[src/rtl/topological_sort_engine_top_assert.svh]
// Assertion macros for the topological sort engine.
// Each macro samples on the rising edge of clk and is quiet while rst is high.
`ifndef TOPOLOGICAL_SORT_ENGINE_TOP_ASSERT_SVH
`define TOPOLOGICAL_SORT_ENGINE_TOP_ASSERT_SVH

// Same-cycle implication
`define TSE_CHECK(label, ante, cons, msg) \
  label: assert property (@(posedge clk) disable iff (rst) (ante) |-> (cons)) else $error(msg);

// Next-cycle implication
`define TSE_CHECK_NEXT(label, ante, cons, msg) \
  label: assert property (@(posedge clk) disable iff (rst) (ante) |=> (cons)) else $error(msg);

`endif

[src/rtl/tse_pkg.sv]
package tse_pkg;

  // Default sizes of the graph stores
  localparam int TSE_MAX_VERTICES = 64;
  localparam int TSE_MAX_EDGES    = 256;

  // Input word kinds
  localparam logic KIND_EDGE   = 1'b0;
  localparam logic KIND_FINISH = 1'b1;

  // Result status codes
  localparam logic [1:0] ST_ORDERED  = 2'd0;
  localparam logic [1:0] ST_CYCLE    = 2'd1;
  localparam logic [1:0] ST_OVERFLOW = 2'd2;

  // Commands from the controller to the datapath
  typedef struct packed {
    logic accept_edge;
    logic insert;
    logic seed_start;
    logic seed_step;
    logic pop;
    logic head_rd;
    logic head_ld;
    logic edge_rd;
    logic deg_rd;
    logic deg_wr;
    logic emit_start;
    logic emit_rd;
    logic emit_ld;
    logic load_err;
    logic clear;
  } tse_cmd_t;

  // Status from the datapath to the controller
  typedef struct packed {
    logic edge_ok;
    logic ovf;
    logic seed_done;
    logic queue_more;
    logic edge_more;
    logic all_queued;
    logic out_free;
    logic emit_last;
  } tse_stat_t;

endpackage

[src/rtl/tse_ctrl.sv]
module tse_ctrl
  import tse_pkg::*;
(
  input  logic      clk,
  input  logic      rst,
  input  logic      item_valid,
  input  logic      kind,
  output logic      item_stall,
  input  tse_stat_t stat,
  output tse_cmd_t  cmd
);

  typedef enum logic [13:0] {
    S_IDLE    = 14'h0001,
    S_INS     = 14'h0002,
    S_SEED    = 14'h0004,
    S_POP     = 14'h0008,
    S_HEAD_RD = 14'h0010,
    S_HEAD_LD = 14'h0020,
    S_EDGE_RD = 14'h0040,
    S_DEG_RD  = 14'h0080,
    S_DEG_WR  = 14'h0100,
    S_CHECK   = 14'h0200,
    S_EMIT_RD = 14'h0400,
    S_EMIT_LD = 14'h0800,
    S_ERR     = 14'h1000,
    S_CLEAR   = 14'h2000
  } state_t;

  state_t state;
  state_t state_next;

  // Take a new word only when idle
  assign item_stall = (state != S_IDLE);

  // Advance the state
  always_ff @(posedge clk) begin
    if (rst) begin
      state <= S_IDLE;
    end else begin
      state <= state_next;
    end
  end

  // Decode the next state and the datapath commands
  always_comb begin
    state_next = state;
    cmd        = '0;
    case (state)
      S_IDLE: begin
        if (item_valid) begin
          if (kind == KIND_EDGE) begin
            cmd.accept_edge = 1'b1;
            if (stat.edge_ok) begin
              state_next = S_INS;
            end
          end else if (stat.ovf) begin
            state_next = S_ERR;
          end else begin
            cmd.seed_start = 1'b1;
            state_next     = S_SEED;
          end
        end
      end
      S_INS: begin
        cmd.insert = 1'b1;
        state_next = S_IDLE;
      end
      S_SEED: begin
        if (stat.seed_done) begin
          state_next = S_POP;
        end else begin
          cmd.seed_step = 1'b1;
        end
      end
      S_POP: begin
        if (stat.queue_more) begin
          cmd.pop    = 1'b1;
          state_next = S_HEAD_RD;
        end else begin
          state_next = S_CHECK;
        end
      end
      S_HEAD_RD: begin
        cmd.head_rd = 1'b1;
        state_next  = S_HEAD_LD;
      end
      S_HEAD_LD: begin
        cmd.head_ld = 1'b1;
        state_next  = S_EDGE_RD;
      end
      S_EDGE_RD: begin
        if (stat.edge_more) begin
          cmd.edge_rd = 1'b1;
          state_next  = S_DEG_RD;
        end else begin
          state_next = S_POP;
        end
      end
      S_DEG_RD: begin
        cmd.deg_rd = 1'b1;
        state_next = S_DEG_WR;
      end
      S_DEG_WR: begin
        cmd.deg_wr = 1'b1;
        state_next = S_EDGE_RD;
      end
      S_CHECK: begin
        if (stat.all_queued) begin
          cmd.emit_start = 1'b1;
          state_next     = S_EMIT_RD;
        end else begin
          state_next = S_ERR;
        end
      end
      S_EMIT_RD: begin
        cmd.emit_rd = 1'b1;
        state_next  = S_EMIT_LD;
      end
      S_EMIT_LD: begin
        if (stat.out_free) begin
          cmd.emit_ld = 1'b1;
          state_next  = stat.emit_last ? S_CLEAR : S_EMIT_RD;
        end
      end
      S_ERR: begin
        if (stat.out_free) begin
          cmd.load_err = 1'b1;
          state_next   = S_CLEAR;
        end
      end
      S_CLEAR: begin
        cmd.clear  = 1'b1;
        state_next = S_IDLE;
      end
      default: begin
        state_next = S_IDLE;
      end
    endcase
  end

endmodule

[config.mk]
export PLATFORM = sky130hd
export DESIGN_NAME = tse_ctrl
export DESIGN_NICKNAME = d
export VERILOG_FILES = /design/src/rtl/topological_sort_engine_top_assert.svh /design/src/rtl/tse_pkg.sv /design/src/rtl/tse_ctrl.sv
export SDC_FILE = /design/constraint.sdc
export NUM_CORES = 1
export LEC_CHECK = 0
export BUFFER_PORTS_ARGS = -buffer_cell sky130_fd_sc_hd__buf_4
export CAP_MARGIN = 40
export CORE_ASPECT_RATIO = 1.4
export CORE_MARGIN = 3
export CORE_UTILIZATION = 50
export DETAILED_ROUTE_END_ITERATION = 8
export PLACE_DENSITY = 0.77
export SLEW_MARGIN = 20
export SYNTH_ARGS = -nofsm -noshare
export SYNTH_HDL_FRONTEND = slang
export SYNTH_SLANG_ARGS = --single-unit
[constraint.sdc]
create_clock -name clk -period 3.4 [get_ports clk]
set_input_delay 0.51 -clock clk [delete_from_list [all_inputs] [get_ports clk]]
set_output_delay 0.51 -clock clk [all_outputs]
set_load 0.02 [all_outputs]
==> results of run 1 <==
[cells in the mapped netlist, types with 2 or more instances]
cell | count | area (µm²)
nor2_1 | 15 | 56.30
nor3_1 | 5 | 25.02
nor4b_1 | 3 | 26.28
inv_1 | 2 | 7.510
nor2b_1 | 2 | 12.51
nand2_1 | 7 | 26.28
or2_2 | 2 | 12.51
buf_4 | 2 | 15.01
and4b_2 | 2 | 22.52
o21ai_0 | 2 | 10.01
and2_1 | 4 | 25.02
a21oi_1 | 3 | 15.01
xor2_1 | 3 | 26.28
nand4_1 | 2 | 12.51
nand3_1 | 3 | 15.01
dfxtp_1 | 14 | 280.3
nor4_1 | 3 | 18.77
nand2b_1 | 3 | 18.77
nor3b_1 | 8 | 60.06
[worst reg2reg max path: stages, from the launching register on]
cell	delay (ns)
dfxtp_1	0.39
nor4_2	0.53
nand3_1	0.31
o22ai_1	0.34
or3_1	0.35
o21ai_0	0.14
[power breakdown]
group | internal, W | switching [W] | total [W]
Sequential | 0.000174 | 0.0000203 | 0.000194
Combinational | 0.0000924 | 0.000126 | 0.000218
Clock | 0.0000655 | 0.0000625 | 0.000128
Total | 0.000332 | 0.000208 | 0.000540
[layout by cell type (no fill, tap or decap), types with 2 or more instances in the layout]
cell type and n:
nor3b_1 8, dfxtp_1 14, nand3_1 3, and4b_2 2, inv_1 2, o21ai_0 2
nor2_1 15, nand4_1 2, or2_2 2, buf_4 27, nand2b_1 3, and2_1 4
nor3_1 5, a21oi_1 3, nor2b_1 2, clkbuf_4 3, nor4b_1 3, nor4_1 3
xor2_1 3, nand2_1 7
[cells by family (layout without fill, tap and decap cells)]
logic type,Yosys count,count (layout)
AOI/OAI and AO/OA,17,17
xor gates and xnor gates,4,4
buffers and inverters,7,33
DFF,14,14
and+or+nand+nor,74,74
[how the worst min path moves through the flow]
stage | endpoint | cells past startpoint
floorplan | state[13] | 2
global placement | state[8] | 1
detailed placement | state[8] | 1
CTS | state[9] | 2
global route | state[9] | 2
finish | state[9] | 2
[layout make-up]
class | count | share of cell area
Clock buffer | 4 | 0.03018
Tap cell | 20 | 0.02081
Timing Repair Buffer | 27 | 0.1686
Inverter | 2 | 0.006244
Sequential cell | 14 | 0.2331
Multi-Input combinational cell | 95 | 0.5411
[routing by layer]
metal,wire [µm],track usage,up-vias
met1,999,0.2414,470
met5,0,0,-
met2,1274,0.3784,38
li1,-,-,485
met4,39,0.1034,0
met3,162,0.03976,4
[stage by stage]
step	setup WS (ns)	utilization	cells	total power [W]	instance area, µm²
4_1_cts	0.6626	0.6674	162	0.0005378	1202
5_1_grt	0.4283	0.6674	162	0.0005714	1202
2_1_floorplan	0.9900	-	116	0.0003546	977.2
3_3_place_gp	1.121	0.6472	158	0.0004120	1166
6_report	0.6494	0.6674	162	0.0005403	1202
3_5_place_dp	1.012	0.6472	158	0.0004127	1166
==> results by group, run 1 <==
Floorplanning
  • Die Ht: 58.31 µm
  • Initial Util: 0.5424
  • I/O Pins: 28
  • Die ar.: 2528 µm²
  • Area of the core: 1802 µm²
  • Horiz. Die Dim: 43.36 µm
  • FP Rows: 18

Yosys
  • Synth Flop Type: dfxtp_1
  • Post-synthesis cell area: 977.2 µm²
  • Compound-gate portion of the synthesized area: 0.1268
  • Sequential area share after synthesis: 0.2868
  • Number of synthesis warnings: 0
  • Multiplexer area fraction after synthesis: 0
  • Synthesized flop and latch total: 14
  • Post-Synth Adder-Cell Area: 0
  • Mean Syn Cell Area: 8.424 µm²
  • Simple-gate share of the synthesized area: 0.5032
  • Ys async rst share: 0
  • EDFF count, synth: 0
  • Net count after synthesis: approximately 130
  • Post-Synth XOR/XNOR Area: 0.03585
  • Largest family of logic cells by synthesized area: simple AND/OR/NAND/NOR gates
  • Synth cell types: 50
  • Cell count after synthesis: 116

CTS
  • PostCTS Resize Cnt: 0
  • Clk buf depth: 2
  • Worst skew pair latency: roughly 0.30 ns
  • CTS Sinks: 14
  • Post CTS Setup Buffer Count: 0
  • TritonCTS Buffers: 3
  • CTS root buf: clkbuf_4
  • CTS tree: yes
  • Clk slew on worst S/H paths: 0.09 ns
  • CTS HTree Levels: 1
  • Hold Buf Count CTS: 0

Cells and area
  • Layout cells sized above 1: 0.3028
  • Layout area overhead: 23.05%
  • Max reg flops: 14
  • Fill count: 172
  • Area of the multi-input gates: 650.6 µm²
  • Layout net count: 155
  • Antenna diodes: 0
  • Reg area: 280.3 µm²
  • Largest regs: state x14
  • Biggest register: state

STA
  • Post-layout min period: 2.751 ns
  • Max frequency: 0.3636 GHz
  • Crit share post-route: 0.8090
  • Fin Hold WS: 0.3688 ns
  • Final Hold Viols: 0
  • Max-slew violations: 0
  • Max_slew headroom: 0.6417
  • Setup TNS: 0 ns
  • RSZ-0062 raised after global routing: no
  • Setup violations, final: 0
  • Worst-margin pin slew: 0.5300 ns
  • Setup Skew: 0.005222 ns

Critical path
  • Reg-to-reg slack, setup: 1.23 ns
  • Crit path to: cmd[10]
  • Critical path type: flip-flop to primary output
  • Worst setup path start: state[7]
  • Critical Path RT: 2.89 ns
  • Critical path depth in cells: 5
  • Reg-to-reg endpoint: state[12]
  • CP peak stage delay: between 0.5 and 0.6 ns
  • Startpoint types: flip-flop
  • CP arrival: 2.24 ns
  • CP Cell Sequence: nor4_2, nand3_1, nor4bb_1, and2_1, buf_4
  • Worst flop-to-flop path startpoint: state[7]
  • CP Capture Type: primary output
  • Largest fanout on the critical path: 7
  • Bufs and invs on worst path: 1
  • R2R cell count: 5
  • Critical-path top delay cell: nor4_2
  • Family with the most delay on the worst path: simple AND/OR/NAND/NOR gates

Drt
  • DR pass1 iterations: 4
  • Vias: 997
  • DRC violations left: 0
  • Routed WL: 2475 µm
  • DR vias/cell: 6.154
  • Detail Route Antenna Nets: 0
  • Avg WL per Cell: 15.28 µm
  • 1st-iter DRT viols: 31

Place
  • Gpl congestion: approximately 0.91
  • Dpl hpwl: 1915 µm
  • Port Buf Inserts: 27

GRT
  • Global-route wire length before repair: just over 4000 µm
  • Number of global-route vias before repair: just over 900
  • Initial antenna violation count: 0
  • Largest net degree at the start of global routing: 11
  • Total grt overflow: 0
  • Global Route Usage Sum: 0.2140

Worst hold path
  • HP Class: input port to flip-flop
  • HP Start: stat[4]

Power and ir drop
  • Cell Pwr Density: 449.4 nW/µm²
  • Peak supply drop: 0.4217 mV
  • LEAKAGE: ~0.50 nW

Run status
  • Status: finished clean

Job
  • Max-cap violations: 0
Note: power is estimated with default switching activity, not from simulation.
==> run 2: changes to the inputs <==
CORE_UTILIZATION = 45   (was 50)
PLACE_DENSITY = 0.73   (was 0.77)
clock period = 2.45 ns   (was 3.4 ns; I/O delays follow)
==> run 2 against run 1 <==
Against the previous run:
- critical path type unchanged
- hold slack lost 0.12 ns
- count of clock-buffer cells in the layout unchanged
- core utilization about the same
==> results by group, run 2 (synthesis gave the netlist of run 1 again) <==
Run status
  • Status: finished clean

STA
  • Crit share post-route: 0.9763
  • Max-slew violations: 0
  • RSZ-0062 raised after global routing: yes
  • Worst-margin pin slew: between 0.3 and 0.4 ns
  • Max frequency: 0.4181 GHz
  • Setup TNS: 0 ns
  • Final Hold Viols: 0
  • Max_slew headroom: 0.7367
  • Post-layout min period: 2.392 ns
  • Setup Skew: 0.001562 ns
  • Setup violations, final: 0

Cells and area
  • Area of the multi-input gates: approximately 690 µm²
  • Post-route cell area: ~1300 µm²
  • Largest regs: state x14
  • Commonest cells after routing, fill and taps aside: 38 x buf_4, 15 x nor2_1, 11 x dfxtp_1, 7 x nand2_1, 6 x nor3b_1
  • Layout cells sized above 1: 0.4221
  • Fill count: 177
  • Antenna diodes: 0
  • Commonest non-fill, non-tap cell in the layout: buf_4
  • Layout net count: approximately 170
  • Reg area: 289.0 µm²
  • Max reg flops: 14
  • Biggest register: state
  • Layout area overhead: 37.90%

Place
  • Dpl hpwl: about 2000 µm
  • Port Buf Inserts: 27
  • Placed cell area: 1182 µm²
  • Gpl congestion: 0.8591

Floorplanning
  • Initial Util: 0.4836
  • Horiz. Die Dim: 45.39 µm
  • Die ar.: 2775 µm²
  • Die Ht: 61.14 µm
  • I/O Pins: 28
  • Area of the core: 2021 µm²
  • FP Rows: 19

Critical path
  • CP Capture Type: primary output
  • Worst setup path start: state[13]
  • Reg-to-reg endpoint: state[12]
  • Worst flop-to-flop path startpoint: state[3]
  • Critical path type: flip-flop to primary output
  • Reg-to-reg slack, setup: 0.37 ns
  • Startpoint types: flip-flop
  • Largest fanout on the critical path: 4
  • Critical Path RT: between 2 and 2.5 ns
  • CP arrival: 2.02 ns
  • R2R cell count: 6

Worst hold path
  • Worst hold endpoint: state[9]
  • Worst Hold Path Cells: 2
  • HP Start: stat[4]
  • HP Class: input port to flip-flop

Power and ir drop
  • LEAKAGE: 0.5799 nW
  • Cell Pwr Density: 606.6 nW/µm²
  • Peak supply drop: roughly 0.49 mV

CTS
  • CTS HTree Levels: 1
  • CTS Sinks: 14
  • Clk slew on worst S/H paths: roughly 0.090 ns
  • TritonCTS Buffers: 3
  • Hold Buf Count CTS: 0
  • CTS root buf: clkbuf_4
  • Worst skew pair latency: 0.28 ns
  • Clk buf depth: 2
  • CTS tree: yes

GRT
  • Global-route wire length before repair: 4560 µm
  • Global Route Usage Sum: 0.2222
  • Total grt overflow: 0
  • Largest net degree at the start of global routing: 11
  • Number of global-route vias before repair: approximately 1000
  • Initial antenna violation count: 0

Drt
  • Routed WL: 2797 µm
  • DRC violations left: 0
  • 1st-iter DRT viols: 46
  • DR vias/cell: 6.126
  • Avg WL per Cell: 15.98 µm
  • Detail Route Antenna Nets: 0
  • Vias: between 1000 and 1500
  • DR pass1 iterations: 4

Job
  • Max-cap violations: 0
==> run 2: worst max-delay path by stage <==
stage                 to  slack, ns  depth (start not counted)
3_5_place_dp   state[12]       0.29                          6
2_1_floorplan    cmd[14]       0.18                          4
6_report          cmd[7]       0.06                          6
3_3_place_gp   state[12]       0.26                          6
5_1_grt           cmd[7]      -0.03                          6
4_1_cts           cmd[7]     -0.003                          6
==> run 2: per-stage QoR <==
stage	cells	hold WS [ns]	worst slack [ns]	power (W)	util
floorplan	116	0.4436	0.1825	0.0004921	-
global placement	161	0.5347	0.2627	0.0005741	0.5851
detailed placement	161	0.5469	0.2897	0.0005820	0.5851
CTS	165	0.2458	-0.002699	0.0007550	0.6087
global route	175	0.2535	-0.03491	0.0008738	0.6669
finish	175	0.2497	0.05806	0.0008175	0.6669
==> run 2: report_power, final <==
part / leakage, nW / internal [W] / switching [W]
logic: 0.443 / 0.000184 / 0.000197
clock network: 0.0210 / 0.0000903 / 0.0000764
registers: 0.115 / 0.000239 / 0.0000296
==> run 2: cell type report <==
class                      count  share of cell area
multi-input combinational     95              0.5135
clock buffer                   4             0.02693
inverter                       2            0.005571
timing repair buffer          39              0.2201
tap                           21             0.01950
sequential                    14              0.2145
==> run 2: routing by layer <==
| metal | up-vias | GRT usage | share of wire | routed length (µm) |
|---|---|---|---|---|
| met5 | - | 0 | 0 | 0 |
| met1 | 520 | 0.2513 | 0.39 | 1095 |
| met2 | 37 | 0.3752 | 0.54 | 1513 |
| met3 | 4 | 0.04386 | 0.054 | 151 |
| li1 | 511 | - | - | - |
| met4 | 0 | 0.1339 | 0.013 | 37 |
==> run 2: timing repair <==
item                                   CTS  global route
gates cloned                             0             0
pin swaps                                0             9
endpoints found under the hold margin    0             0
setup endpoints to repair                2            12
setup buffers                            0            10
resized for setup                        2            12
==> run 2: critical path: stages (launching register included) <==
cell and delay (ns):
dfxtp_4 0.36, or4_4 0.55, nor3_4 0.23, nand3_2 0.14, nor3b_2 0.19, and2_1 0.16
buf_6 0.11
==> run 3: changes to the inputs <==
CORE_MARGIN = default   (was 3)
==> run 3 against run 2 <==
Against the previous run:
- clock power up 7%
- count of clock-buffer cells in the layout unchanged
- design area is 0.65% higher
- die area is 15% lower
- final cell count up 0.57%
- critical path depth stayed put
- via count grew 2.3%
==> results by group, run 3 (synthesis gave the netlist of run 1 again) <==
STA
  • Setup Skew: 0.003511 ns
  • Fin Hold WS: 0.2287 ns
  • Max frequency: 0.4116 GHz
  • Crit share post-route: 0.9916
  • Max_slew headroom: 0.7236
  • Setup WS post-layout: between 0.02 and 0.025 ns
  • RSZ-0062 raised after global routing: yes
  • Setup violations, final: 0
  • Final Hold Viols: 0
  • Max-slew violations: 0
  • Post-layout min period: 2.429 ns
  • Worst-margin pin slew: 0.4131 ns

CTS
  • Clk slew on worst S/H paths: 0.10 ns
  • CTS HTree Levels: 1
  • CTS Sinks: 14
  • Worst skew pair latency: 0.29 ns
  • CTS tree: yes
  • CTS root buf: clkbuf_4
  • TritonCTS Buffers: 3
  • Clk buf depth: 2

Place
  • Place WS: around 0.26 ns
  • Gpl congestion: about 0.90
  • Dpl hpwl: 1916 µm
  • Placed Cells incl. Taps: 161
  • Port Buf Inserts: 27

Drt
  • DR pass1 iterations: 4
  • DR vias/cell: 6.233
  • Met1 wire length: 1093 µm
  • Avg WL per Cell: 16.66 µm
  • 1st-iter DRT viols: 26
  • DRC violations left: 0
  • Met3 wire len: 184 µm
  • Met2 WL: between 1500 and 2000 µm
  • Top Layer Used: met4
  • Detail Route Antenna Nets: 0
  • Vias: 1097
  • Routed WL: 2932 µm

Critical path
  • CP Capture Type: primary output
  • CP peak stage delay: roughly 0.55 ns
  • Critical-path top delay cell: or4_4
  • Largest fanout on the critical path: 5
  • CP Cell Sequence: or4_4, nor3_4, nand3_2, nor3b_2, and2_4, buf_6
  • Critical Path RT: 2.08 ns
  • Startpoint types: flip-flop
  • Critical path type: flip-flop to primary output
  • R2R cell count: 7
  • CP arrival: 2.06 ns

Power and ir drop
  • LEAKAGE: around 0.58 nW
  • Peak supply drop: 0.4140 mV
  • Cell Pwr Density: 616.8 nW/µm²

Run status
  • Status: finished clean

Floorplanning
  • Die ar.: between 2000 and 2500 µm²
  • FP Rows: 19
  • Area of the core: 1997 µm²
  • Initial Util: 0.4893
  • I/O Pins: 28
  • Die Ht: 57.14 µm
  • Horiz. Die Dim: 41.39 µm

Cells and area
  • Largest regs: state x14
  • Layout net count: 168
  • Biggest register: state
  • Commonest non-fill, non-tap cell in the layout: buf_4
  • Commonest cells after routing, fill and taps aside: 39 x buf_4, 15 x nor2_1, 10 x dfxtp_1, 7 x nand2_1, 6 x nor3b_1
  • Antenna diodes: 0
  • Max reg flops: 14
  • Layout cells sized above 1: 0.4323
  • Layout area overhead: 38.80%
  • Finished Layout Cells: 176

Worst hold path
  • Worst Hold Path Cells: 2
  • HP Class: input port to flip-flop

GRT
  • Global-route wire length before repair: 4236 µm
  • Initial antenna violation count: 0
  • Global Route Usage Sum: 0.2610
  • Largest net degree at the start of global routing: 11
  • Number of global-route vias before repair: ~950
  • Total grt overflow: 0

Job
  • Max-cap violations: 0
==> run 3: power breakdown <==
group          switching [W]  total, W  leakage, nW  internal (W)
Sequential         0.0000303  0.000270        0.116      0.000240
Clock              0.0000876  0.000178       0.0210     0.0000907
Combinational       0.000203  0.000389        0.448      0.000185
==> run 3: path summary, 6_finish.rpt <==
kind | slack, ns | from | to
min reg2reg | 0.57 | state[4] | state[8]
max | 0.02 | state[10] | cmd[7]
max reg2reg | 0.22 | state[10] | state[3]
min | 0.23 | stat[4] | state[9]
==> run 3: critical path: cells and delay by family (launching register included) <==
family,cells,cell delay (ns)
simple gates,5,1.29
buf+inv,1,0.11
flops,1,0.37
==> run 3: routing by layer <==
layer | up-vias | GRT usage
li1 | 508 | -
met1 | 521 | 0.2980
met2 | 54 | 0.4263
met3 | 14 | 0.05447
met4 | 0 | 0.1382
met5 | - | 0
==> run 3: metrics by stage <==
stage / power (W) / instance area [µm²] / util / setup TNS [ns]
2_1_floorplan: 0.0004921 / 977.2 / - / 0
3_3_place_gp: 0.0005743 / 1182 / 0.5921 / 0
3_5_place_dp: 0.0005809 / 1182 / 0.5921 / 0
4_1_cts: 0.0007713 / 1270 / 0.6360 / 0
5_1_grt: 0.0008831 / 1356 / 0.6792 / -0.3260
6_report: 0.0008366 / 1356 / 0.6792 / 0
==> run 3: timing repair <==
| item | 4_1_cts | 5_1_grt |
|---|---|---|
| hold buffers | 0 | 0 |
| buffers inserted | 5 | 6 |
| resized for setup | 6 | 9 |
| endpoints found under the setup margin | 1 | 13 |
| pin swaps | 4 | 6 |
==> run 3: layout make-up <==
cell class	count	area (µm²)
Fill cell	173	640.6
Sequential cell	14	290.3
Clock buffer	4	36.28
Multi-Input combinational cell	95	691.9
Tap cell	21	26.28
Inverter	2	7.507
Timing Repair Buffer	40	304.0
